===== config.mk =====
export PLATFORM = sky130hd
export DESIGN_NAME = lbmb_ctrl_flat
export DESIGN_NICKNAME = d
export VERILOG_FILES = /design/src/sv/lbmb_pkg.sv /design/src/sv/lbmb_if.sv /design/src/sv/lbmb_ctrl.sv /design/src/flat_wrapper.sv
export SDC_FILE = /design/constraint.sdc
export NUM_CORES = 1
export LEC_CHECK = 0
export BUFFER_PORTS_ARGS = -buffer_cell sky130_fd_sc_hd__buf_2
export CAP_MARGIN = 20
export CORE_MARGIN = 8
export CORE_UTILIZATION = 50
export CTS_BUF_LIST = sky130_fd_sc_hd__clkbuf_4
export DETAILED_ROUTE_END_ITERATION = 6
export PLACE_DENSITY = 0.89
export SLEW_MARGIN = 15
export SYNTH_ARGS = -nofsm -noshare
export SYNTH_HDL_FRONTEND = slang
export SYNTH_SLANG_ARGS = --single-unit
export TNS_END_PERCENT = 1

===== constraint.sdc =====
create_clock -name i_clk -period 3.4 [get_ports i_clk]
set_input_delay 0.34 -clock i_clk [delete_from_list [all_inputs] [get_ports i_clk]]
set_output_delay 0.34 -clock i_clk [all_outputs]
set_load 0.01 [all_outputs]

===== src/sv/lbmb_pkg.sv =====
// shared constants, codes, command and status types of the linked block message buffer
package lbmb_pkg;

    localparam int POOL_BLOCKS = 32;
    localparam int RING_DEPTH  = 16;
    localparam int BLOCK_BYTES = 8;
    localparam int MAX_CHUNKS  = 32;

    localparam int BLK_W    = $clog2(POOL_BLOCKS);
    localparam int RING_W   = $clog2(RING_DEPTH);
    localparam int FREE_W   = $clog2(POOL_BLOCKS + 1);
    localparam int DATA_W   = 64;
    localparam int LEN_W    = 9;
    localparam int STAT_W   = 3;
    localparam int BSHIFT   = $clog2(BLOCK_BYTES);
    localparam int NEED_W   = LEN_W + 1 - BSHIFT;
    localparam int REM_W    = 6;
    localparam int QC_OUT_W = 4;
    localparam int FB_OUT_W = 6;
    localparam int SUM_W    = ((FREE_W > NEED_W) ? FREE_W : NEED_W) + 1;

    // operation codes
    localparam logic OP_WRITE = 1'b0;
    localparam logic OP_READ  = 1'b1;

    // result status codes
    localparam logic [STAT_W-1:0] ST_STORED   = 3'd0;
    localparam logic [STAT_W-1:0] ST_FULL     = 3'd1;
    localparam logic [STAT_W-1:0] ST_NO_SPACE = 3'd2;
    localparam logic [STAT_W-1:0] ST_ZERO_LEN = 3'd3;
    localparam logic [STAT_W-1:0] ST_DROPPED  = 3'd4;
    localparam logic [STAT_W-1:0] ST_EMPTY    = 3'd5;
    localparam logic [STAT_W-1:0] ST_READ     = 3'd6;

    // commands from controller to datapath
    typedef struct packed {
        logic                dir;
        logic                store;
        logic                first;
        logic                commit;
        logic [LEN_W-1:0]    len;
        logic                resp_load;
        logic [STAT_W-1:0]   resp_status;
        logic                resp_last;
        logic                rd_desc;
        logic                rd_start;
        logic [NEED_W-1:0]   rd_need;
        logic                rd_issue;
        logic                rd_emit;
        logic                rd_finish;
        logic [LEN_W-1:0]    rem;
    } t_cmd;

    // status from datapath to controller
    typedef struct packed {
        logic [1:0][RING_W-1:0] count;
        logic [1:0][FREE_W-1:0] free;
        logic [LEN_W-1:0]       desc_len;
        logic                   out_free;
    } t_stat;

    // number of blocks a message length needs
    function automatic logic [NEED_W-1:0] need_of(input logic [LEN_W-1:0] len);
        logic [LEN_W:0] sum;
        sum = {1'b0, len} + (LEN_W + 1)'(BLOCK_BYTES - 1);
        return sum[LEN_W:BSHIFT];
    endfunction

endpackage


===== src/sv/lbmb_if.sv =====
// request and result channel interfaces of the linked block message buffer
interface lbmb_in_if;
    logic                         valid;
    logic                         ready;
    logic                         op;
    logic                         direction;
    logic [lbmb_pkg::DATA_W-1:0]  chunk_data;
    logic [lbmb_pkg::LEN_W-1:0]   msg_len;

    modport source (output valid, op, direction, chunk_data, msg_len, input ready);
    modport sink (input valid, op, direction, chunk_data, msg_len, output ready);
endinterface



===== src/sv/lbmb_ctrl.sv =====
// controller state machine: message assembly, checks and read sequencing
module lbmb_ctrl (
    input  logic             i_clk,
    input  logic             i_rst_n,
    lbmb_in_if.sink          i_in,
    input  lbmb_pkg::t_stat  i_stat,
    output lbmb_pkg::t_cmd   o_cmd
);

    typedef enum logic [2:0] {S_IDLE, S_WRESP, S_RDESC, S_RISSUE, S_REMIT} t_state;

    t_state                          r_state, n_state;
    logic                            r_active, n_active;
    logic                            r_dropping, n_dropping;
    logic [lbmb_pkg::REM_W-1:0]      r_chunks, n_chunks;
    logic                            r_pend_dir, n_pend_dir;
    logic [lbmb_pkg::LEN_W-1:0]      r_pend_len, n_pend_len;
    logic [lbmb_pkg::STAT_W-1:0]     r_rsp_status, n_rsp_status;
    logic                            r_rsp_last, n_rsp_last;
    logic                            r_rsp_dir, n_rsp_dir;
    logic [lbmb_pkg::LEN_W-1:0]      r_rsp_len, n_rsp_len;
    logic [lbmb_pkg::NEED_W-1:0]     r_rd_left, n_rd_left;
    logic [lbmb_pkg::LEN_W-1:0]      r_rd_rem, n_rd_rem;

    logic [lbmb_pkg::NEED_W-1:0]     w_need;
    logic [lbmb_pkg::NEED_W-1:0]     w_rd_need;
    logic [lbmb_pkg::STAT_W-1:0]     w_first_status;

    // ring-full and length checks on a first chunk, and block count of a read
    always_comb begin
        w_need = lbmb_pkg::need_of(i_in.msg_len);
        w_rd_need = lbmb_pkg::need_of(i_stat.desc_len);
        if (w_rd_need > lbmb_pkg::NEED_W'(lbmb_pkg::MAX_CHUNKS)) begin
            w_rd_need = lbmb_pkg::NEED_W'(lbmb_pkg::MAX_CHUNKS);
        end
        if (i_stat.count[i_in.direction] >= lbmb_pkg::RING_W'(lbmb_pkg::RING_DEPTH - 1)) begin
            w_first_status = lbmb_pkg::ST_FULL;
        end else if (i_in.msg_len == '0) begin
            w_first_status = lbmb_pkg::ST_ZERO_LEN;
        end else if (w_need > lbmb_pkg::NEED_W'(lbmb_pkg::MAX_CHUNKS) ||
                     lbmb_pkg::SUM_W'(w_need) >
                     lbmb_pkg::SUM_W'(i_stat.free[i_in.direction])) begin
            w_first_status = lbmb_pkg::ST_NO_SPACE;
        end else begin
            w_first_status = lbmb_pkg::ST_STORED;
        end
    end

    // next state and commands
    always_comb begin
        n_state      = r_state;
        n_active     = r_active;
        n_dropping   = r_dropping;
        n_chunks     = r_chunks;
        n_pend_dir   = r_pend_dir;
        n_pend_len   = r_pend_len;
        n_rsp_status = r_rsp_status;
        n_rsp_last   = r_rsp_last;
        n_rsp_dir    = r_rsp_dir;
        n_rsp_len    = r_rsp_len;
        n_rd_left    = r_rd_left;
        n_rd_rem     = r_rd_rem;
        o_cmd        = '0;
        o_cmd.dir    = r_rsp_dir;
        i_in.ready   = 1'b0;
        case (r_state)
            S_IDLE: begin
                i_in.ready = i_stat.out_free;
                if (i_in.valid && i_stat.out_free) begin
                    n_state = S_WRESP;
                    if (i_in.op == lbmb_pkg::OP_READ) begin
                        n_rsp_dir = i_in.direction;
                        if (i_stat.count[i_in.direction] == '0) begin
                            n_rsp_status = lbmb_pkg::ST_EMPTY;
                            n_rsp_last   = 1'b0;
                            n_rsp_len    = '0;
                        end else begin
                            o_cmd.rd_desc = 1'b1;
                            o_cmd.dir     = i_in.direction;
                            n_state       = S_RDESC;
                        end
                    end else if (r_active) begin
                        // chunk of an open message
                        n_chunks   = r_chunks - 1'b1;
                        n_rsp_dir  = r_pend_dir;
                        n_rsp_len  = r_pend_len;
                        n_rsp_last = 1'b0;
                        if (r_dropping) begin
                            n_rsp_status = lbmb_pkg::ST_DROPPED;
                            if (n_chunks == '0) begin
                                n_active   = 1'b0;
                                n_dropping = 1'b0;
                            end
                        end else begin
                            n_rsp_status = lbmb_pkg::ST_STORED;
                            o_cmd.store  = 1'b1;
                            o_cmd.dir    = r_pend_dir;
                            o_cmd.len    = r_pend_len;
                            if (n_chunks == '0) begin
                                o_cmd.commit = 1'b1;
                                n_rsp_last   = 1'b1;
                                n_active     = 1'b0;
                            end
                        end
                    end else begin
                        // first chunk of a message
                        n_pend_len   = i_in.msg_len;
                        n_pend_dir   = i_in.direction;
                        n_rsp_dir    = i_in.direction;
                        n_rsp_len    = i_in.msg_len;
                        n_rsp_status = w_first_status;
                        n_rsp_last   = 1'b0;
                        if (w_first_status != lbmb_pkg::ST_STORED) begin
                            if (w_need > lbmb_pkg::NEED_W'(1)) begin
                                n_active   = 1'b1;
                                n_dropping = 1'b1;
                                n_chunks   = lbmb_pkg::REM_W'(w_need - 1'b1);
                            end
                        end else begin
                            o_cmd.store = 1'b1;
                            o_cmd.first = 1'b1;
                            o_cmd.dir   = i_in.direction;
                            o_cmd.len   = i_in.msg_len;
                            if (w_need == lbmb_pkg::NEED_W'(1)) begin
                                o_cmd.commit = 1'b1;
                                n_rsp_last   = 1'b1;
                            end else begin
                                n_active   = 1'b1;
                                n_dropping = 1'b0;
                                n_chunks   = lbmb_pkg::REM_W'(w_need - 1'b1);
                            end
                        end
                    end
                end
            end
            S_WRESP: begin
                o_cmd.resp_load   = 1'b1;
                o_cmd.resp_status = r_rsp_status;
                o_cmd.resp_last   = r_rsp_last;
                o_cmd.len         = r_rsp_len;
                n_state           = S_IDLE;
            end
            S_RDESC: begin
                o_cmd.rd_start = 1'b1;
                o_cmd.rd_need  = w_rd_need;
                n_rd_left      = w_rd_need;
                n_rd_rem       = i_stat.desc_len;
                n_rsp_len      = i_stat.desc_len;
                n_state        = S_RISSUE;
            end
            S_RISSUE: begin
                o_cmd.rd_issue = 1'b1;
                n_state        = S_REMIT;
            end
            S_REMIT: begin
                if (i_stat.out_free) begin
                    o_cmd.rd_emit   = 1'b1;
                    o_cmd.len       = r_rsp_len;
                    o_cmd.rem       = r_rd_rem;
                    o_cmd.resp_last = (r_rd_left == lbmb_pkg::NEED_W'(1));
                    n_rd_left       = r_rd_left - 1'b1;
                    n_rd_rem        = r_rd_rem - lbmb_pkg::LEN_W'(lbmb_pkg::BLOCK_BYTES);
                    if (r_rd_left == lbmb_pkg::NEED_W'(1)) begin
                        o_cmd.rd_finish = 1'b1;
                        n_state         = S_IDLE;
                    end else begin
                        n_state = S_RISSUE;
                    end
                end
            end
            default: begin
                n_state = S_IDLE;
            end
        endcase
    end

    // state and assembly registers
    always_ff @(posedge i_clk) begin
        if (!i_rst_n) begin
            r_state      <= S_IDLE;
            r_active     <= 1'b0;
            r_dropping   <= 1'b0;
            r_chunks     <= '0;
            r_pend_dir   <= 1'b0;
            r_pend_len   <= '0;
            r_rsp_status <= lbmb_pkg::ST_STORED;
            r_rsp_last   <= 1'b0;
            r_rsp_dir    <= 1'b0;
            r_rsp_len    <= '0;
            r_rd_left    <= '0;
            r_rd_rem     <= '0;
        end else begin
            r_state      <= n_state;
            r_active     <= n_active;
            r_dropping   <= n_dropping;
            r_chunks     <= n_chunks;
            r_pend_dir   <= n_pend_dir;
            r_pend_len   <= n_pend_len;
            r_rsp_status <= n_rsp_status;
            r_rsp_last   <= n_rsp_last;
            r_rsp_dir    <= n_rsp_dir;
            r_rsp_len    <= n_rsp_len;
            r_rd_left    <= n_rd_left;
            r_rd_rem     <= n_rd_rem;
        end
    end

endmodule


===== src/flat_wrapper.sv =====
// flat-port wrapper written by rule: the top's interface ports become plain ports
module lbmb_ctrl_flat 
  (i_clk, i_rst_n, i_stat, o_cmd, i_in_valid, i_in_op, i_in_direction, i_in_chunk_data, i_in_msg_len, i_in_ready);
  lbmb_in_if i_in_i ();
  input  logic i_clk;
  input  logic i_rst_n;
  input  lbmb_pkg::t_stat i_stat;
  output lbmb_pkg::t_cmd o_cmd;
  input wire logic [$bits(i_in_i.valid)-1:0] i_in_valid;
  input wire logic [$bits(i_in_i.op)-1:0] i_in_op;
  input wire logic [$bits(i_in_i.direction)-1:0] i_in_direction;
  input wire logic [$bits(i_in_i.chunk_data)-1:0] i_in_chunk_data;
  input wire logic [$bits(i_in_i.msg_len)-1:0] i_in_msg_len;
  output wire logic [$bits(i_in_i.ready)-1:0] i_in_ready;
  assign i_in_i.valid = i_in_valid;
  assign i_in_i.op = i_in_op;
  assign i_in_i.direction = i_in_direction;
  assign i_in_i.chunk_data = i_in_chunk_data;
  assign i_in_i.msg_len = i_in_msg_len;
  assign i_in_ready = i_in_i.ready;
  lbmb_ctrl u_core (.i_clk(i_clk), .i_rst_n(i_rst_n), .i_in(i_in_i), .i_stat(i_stat), .o_cmd(o_cmd));
endmodule

==> run metrics <==
status=finished, final reports clean; Post-Syn Area=3720 µm²; multiplexer share of the synthesized area=7.15%; largest family of logic cells by synthesized area=simple AND/OR/NAND/NOR gates; Core ar.=7250 µm²; drt wl/cell=16.4 µm; Final Core Density=60.5%; Core Rows=31; f_max=0.302 GHz; Die Y=102 µm; final worst slack=0.0894 ns; Synth Area in Simple Gates=29.4%; CTS Sinks=51; Critical Path End Type=primary output; LEAKAGE=1.76 nW; post-synthesis cell count=477; Total Power=1.36 mW; number of port buffers=82; die span in x=102 µm; Fin Clk Skew=0.0188 ns; Final setup viols=0; vias in the first global route=3817; dominant synthesized flop cell=dfxtp_1; FFs w/ async S/R, synth=0%; share of cells above drive strength 1=24.8%; CTS tree=done; area delta synth->final=17.7%; min Tclk post-route=3.31 ns; Vias/cell=6.04; detailed-route via count=3937; CTS buffer count=5; Die ar.=10500 µm²; commonest non-fill, non-tap cell in the layout=buf_2; Synth cell types=72; Peak supply drop=223 µV; part of the cycle the worst path needs=97.4%; Post-Synth Adder-Cell Area=4.37%; Yosys warning count=0; hold buffer count at CTS=0; initial core utilization=51.4%; setup TNS=0 ns; IO Pins=148; DP HPWL=8.07 mm; power per cell area=309 nW/µm²; Slew Limit Headroom=52.2%; Post-Synth XOR/XNOR Area=3.06%; kind of critical path=input pin to primary output; gpl congestion=0.927; critical path peak fanout=10; H-tree depth=2; sequential share of the synthesized area=27.4%; compound-gate portion of the synthesized area=23.1%; CTS root buffer=clkbuf_4; most frequent cells in the layout=buf_2, nor2_1, dfxtp_1; crit start category=input pin; Max Cap Viol=0; 1st-iter DRT viols=305; WP data required=3.06 ns; Worst Tran Pin Value=0.708 ns; GRT Util Overall=20.4%; gr ovfl total=0; Hold/Removal Path Class=input pin to flop; DRC viols=0; Clock Path Buffers=2; Setup WS pre-CTS=-0.00288 ns; antenna cells=0; Syn Nets=598; synthesized area per cell=7.81 µm²; initial antenna violation count=0; clock slew at reported path FFs=0.15 ns; crit path DAT=2.97 ns; Reg2Reg Setup Slack=1.08 ns; worst-skew pair later-pin latency=0.39 ns; Final nets=674; Max Slew Vio Count=0; final hold vios=0; largest net degree at the start of global routing=35; first-pass GRT wire length=17.5 mm; number of nets with antenna violations after routing=0; detailed-route wire length=10.7 mm; DRT Pass-1 Iters=5; Post-synth EDFFs=0; Synth Register Bits=51
## metrics by stage
stage | instance area (µm²) | instances | hold WS, ns
finish | 4390 | 652 | 0.245
global route | 4390 | 652 | 0.256
CTS | 4330 | 651 | 0.237
detailed placement | 4240 | 643 | 0.447
global placement | 4240 | 643 | 0.439
floorplan | 3720 | 477 | 0.432
## where the power goes
| part | total (mW) | internal, mW | switching [mW] |
|---|---|---|---|
| combinational | 0.351 | 0.152 | 0.199 |
| sequential | 0.647 | 0.626 | 0.0212 |
| clock | 0.359 | 0.151 | 0.208 |
## kinds of logic after synthesis
logic type	after synthesis
AOI/OAI and AO/OA	126
and+or+nand+nor	199
muxes	26
other	1
xor gates and xnor gates	13
DFF	51
adders and majority gates	13
buffers and inverters	48
## path summary, 6_finish.rpt
check                                                      from                                to  depth (start not counted)
worst max register to register   u_core.r_state[1]$_SDFFE_PN0P_  u_core.r_rd_left[5]$_SDFFE_PN0P_                          6
worst min register to register  u_core.r_rd_rem[2]$_SDFFE_PN0P_   u_core.r_rd_rem[2]$_SDFFE_PN0P_                          2
worst max-delay path                            i_in_msg_len[1]                         o_cmd[33]                         13
worst min-delay path                                  i_stat[1]   u_core.r_rd_rem[0]$_SDFFE_PN0P_                          3
## metal layers
metal | vias to the layer above | GRT usage [%] | part of all wire (%)
li1 | 1901 | - | -
met1 | 1808 | 24.6 | 42
met3 | 25 | 3.47 | 8.0
met2 | 203 | 35.6 | 48
met4 | 0 | 7.00 | 2.2
met5 | - | 0 | 0
## cells in the mapped netlist, drive strengths merged, types with 5 or more instances
library cell	number	area (µm²)
o21a	5	37.5
xor2	6	52.6
a21oi	36	180
mux2i	21	210
mux2	5	56.3
clkbuf	21	78.8
nand3b	5	37.5
ha	13	163
or3	9	62.6
buf	10	60.1
a221o	9	90.1
o21ai	23	126
and2	14	87.6
inv	17	63.8
nor2b	12	75.1
nand2b	7	43.8
nand3	10	50.1
nand2	31	116
dfxtp	51	1020
nor3	25	125
a211oi	9	67.6
nor2	55	214
a31oi	8	50.1
xnor2	7	61.3
nor4	7	58.8
## state kept, by name, summed over array words and instances, names as in the netlist
name	flops
u_core.r_active	1
u_core.r_chunks	6
u_core.r_dropping	1
u_core.r_pend_dir	1
u_core.r_pend_len	9
u_core.r_rd_left	7
u_core.r_rd_rem	9
u_core.r_rsp_dir	1
u_core.r_rsp_last	1
u_core.r_rsp_len	9
u_core.r_rsp_status	3
u_core.r_state	3
## worst max-delay path, cell delays in order
cell	delay (ns)
buf_6	0.09
or3_4	0.40
nand2_2	0.10
xor2_2	0.16
ha_2	0.20
or4b_4	0.47
o21ai_4	0.20
nand4b_4	0.14
buf_4	0.17
nor4_4	0.12
buf_4	0.22
a221o_1	0.21
buf_2	0.15
## cell type report
type / instances / area (µm²)
timing repair buffer: 100 / 552
sequential: 51 / 1020
fill: 634 / 2870
inverter: 17 / 63.8
clock inverter: 2 / 37.5
clock buffer: 5 / 37.5
multi-input combinational: 378 / 2550
tap: 99 / 124
## what timing repair did
action,CTS,global route
pin swaps,1,3
buffers inserted,1,1
endpoints found under the hold margin,0,0
gates resized for setup,1,9
endpoints found under the setup margin,1,4
Power figures use the tool's default switching activity.
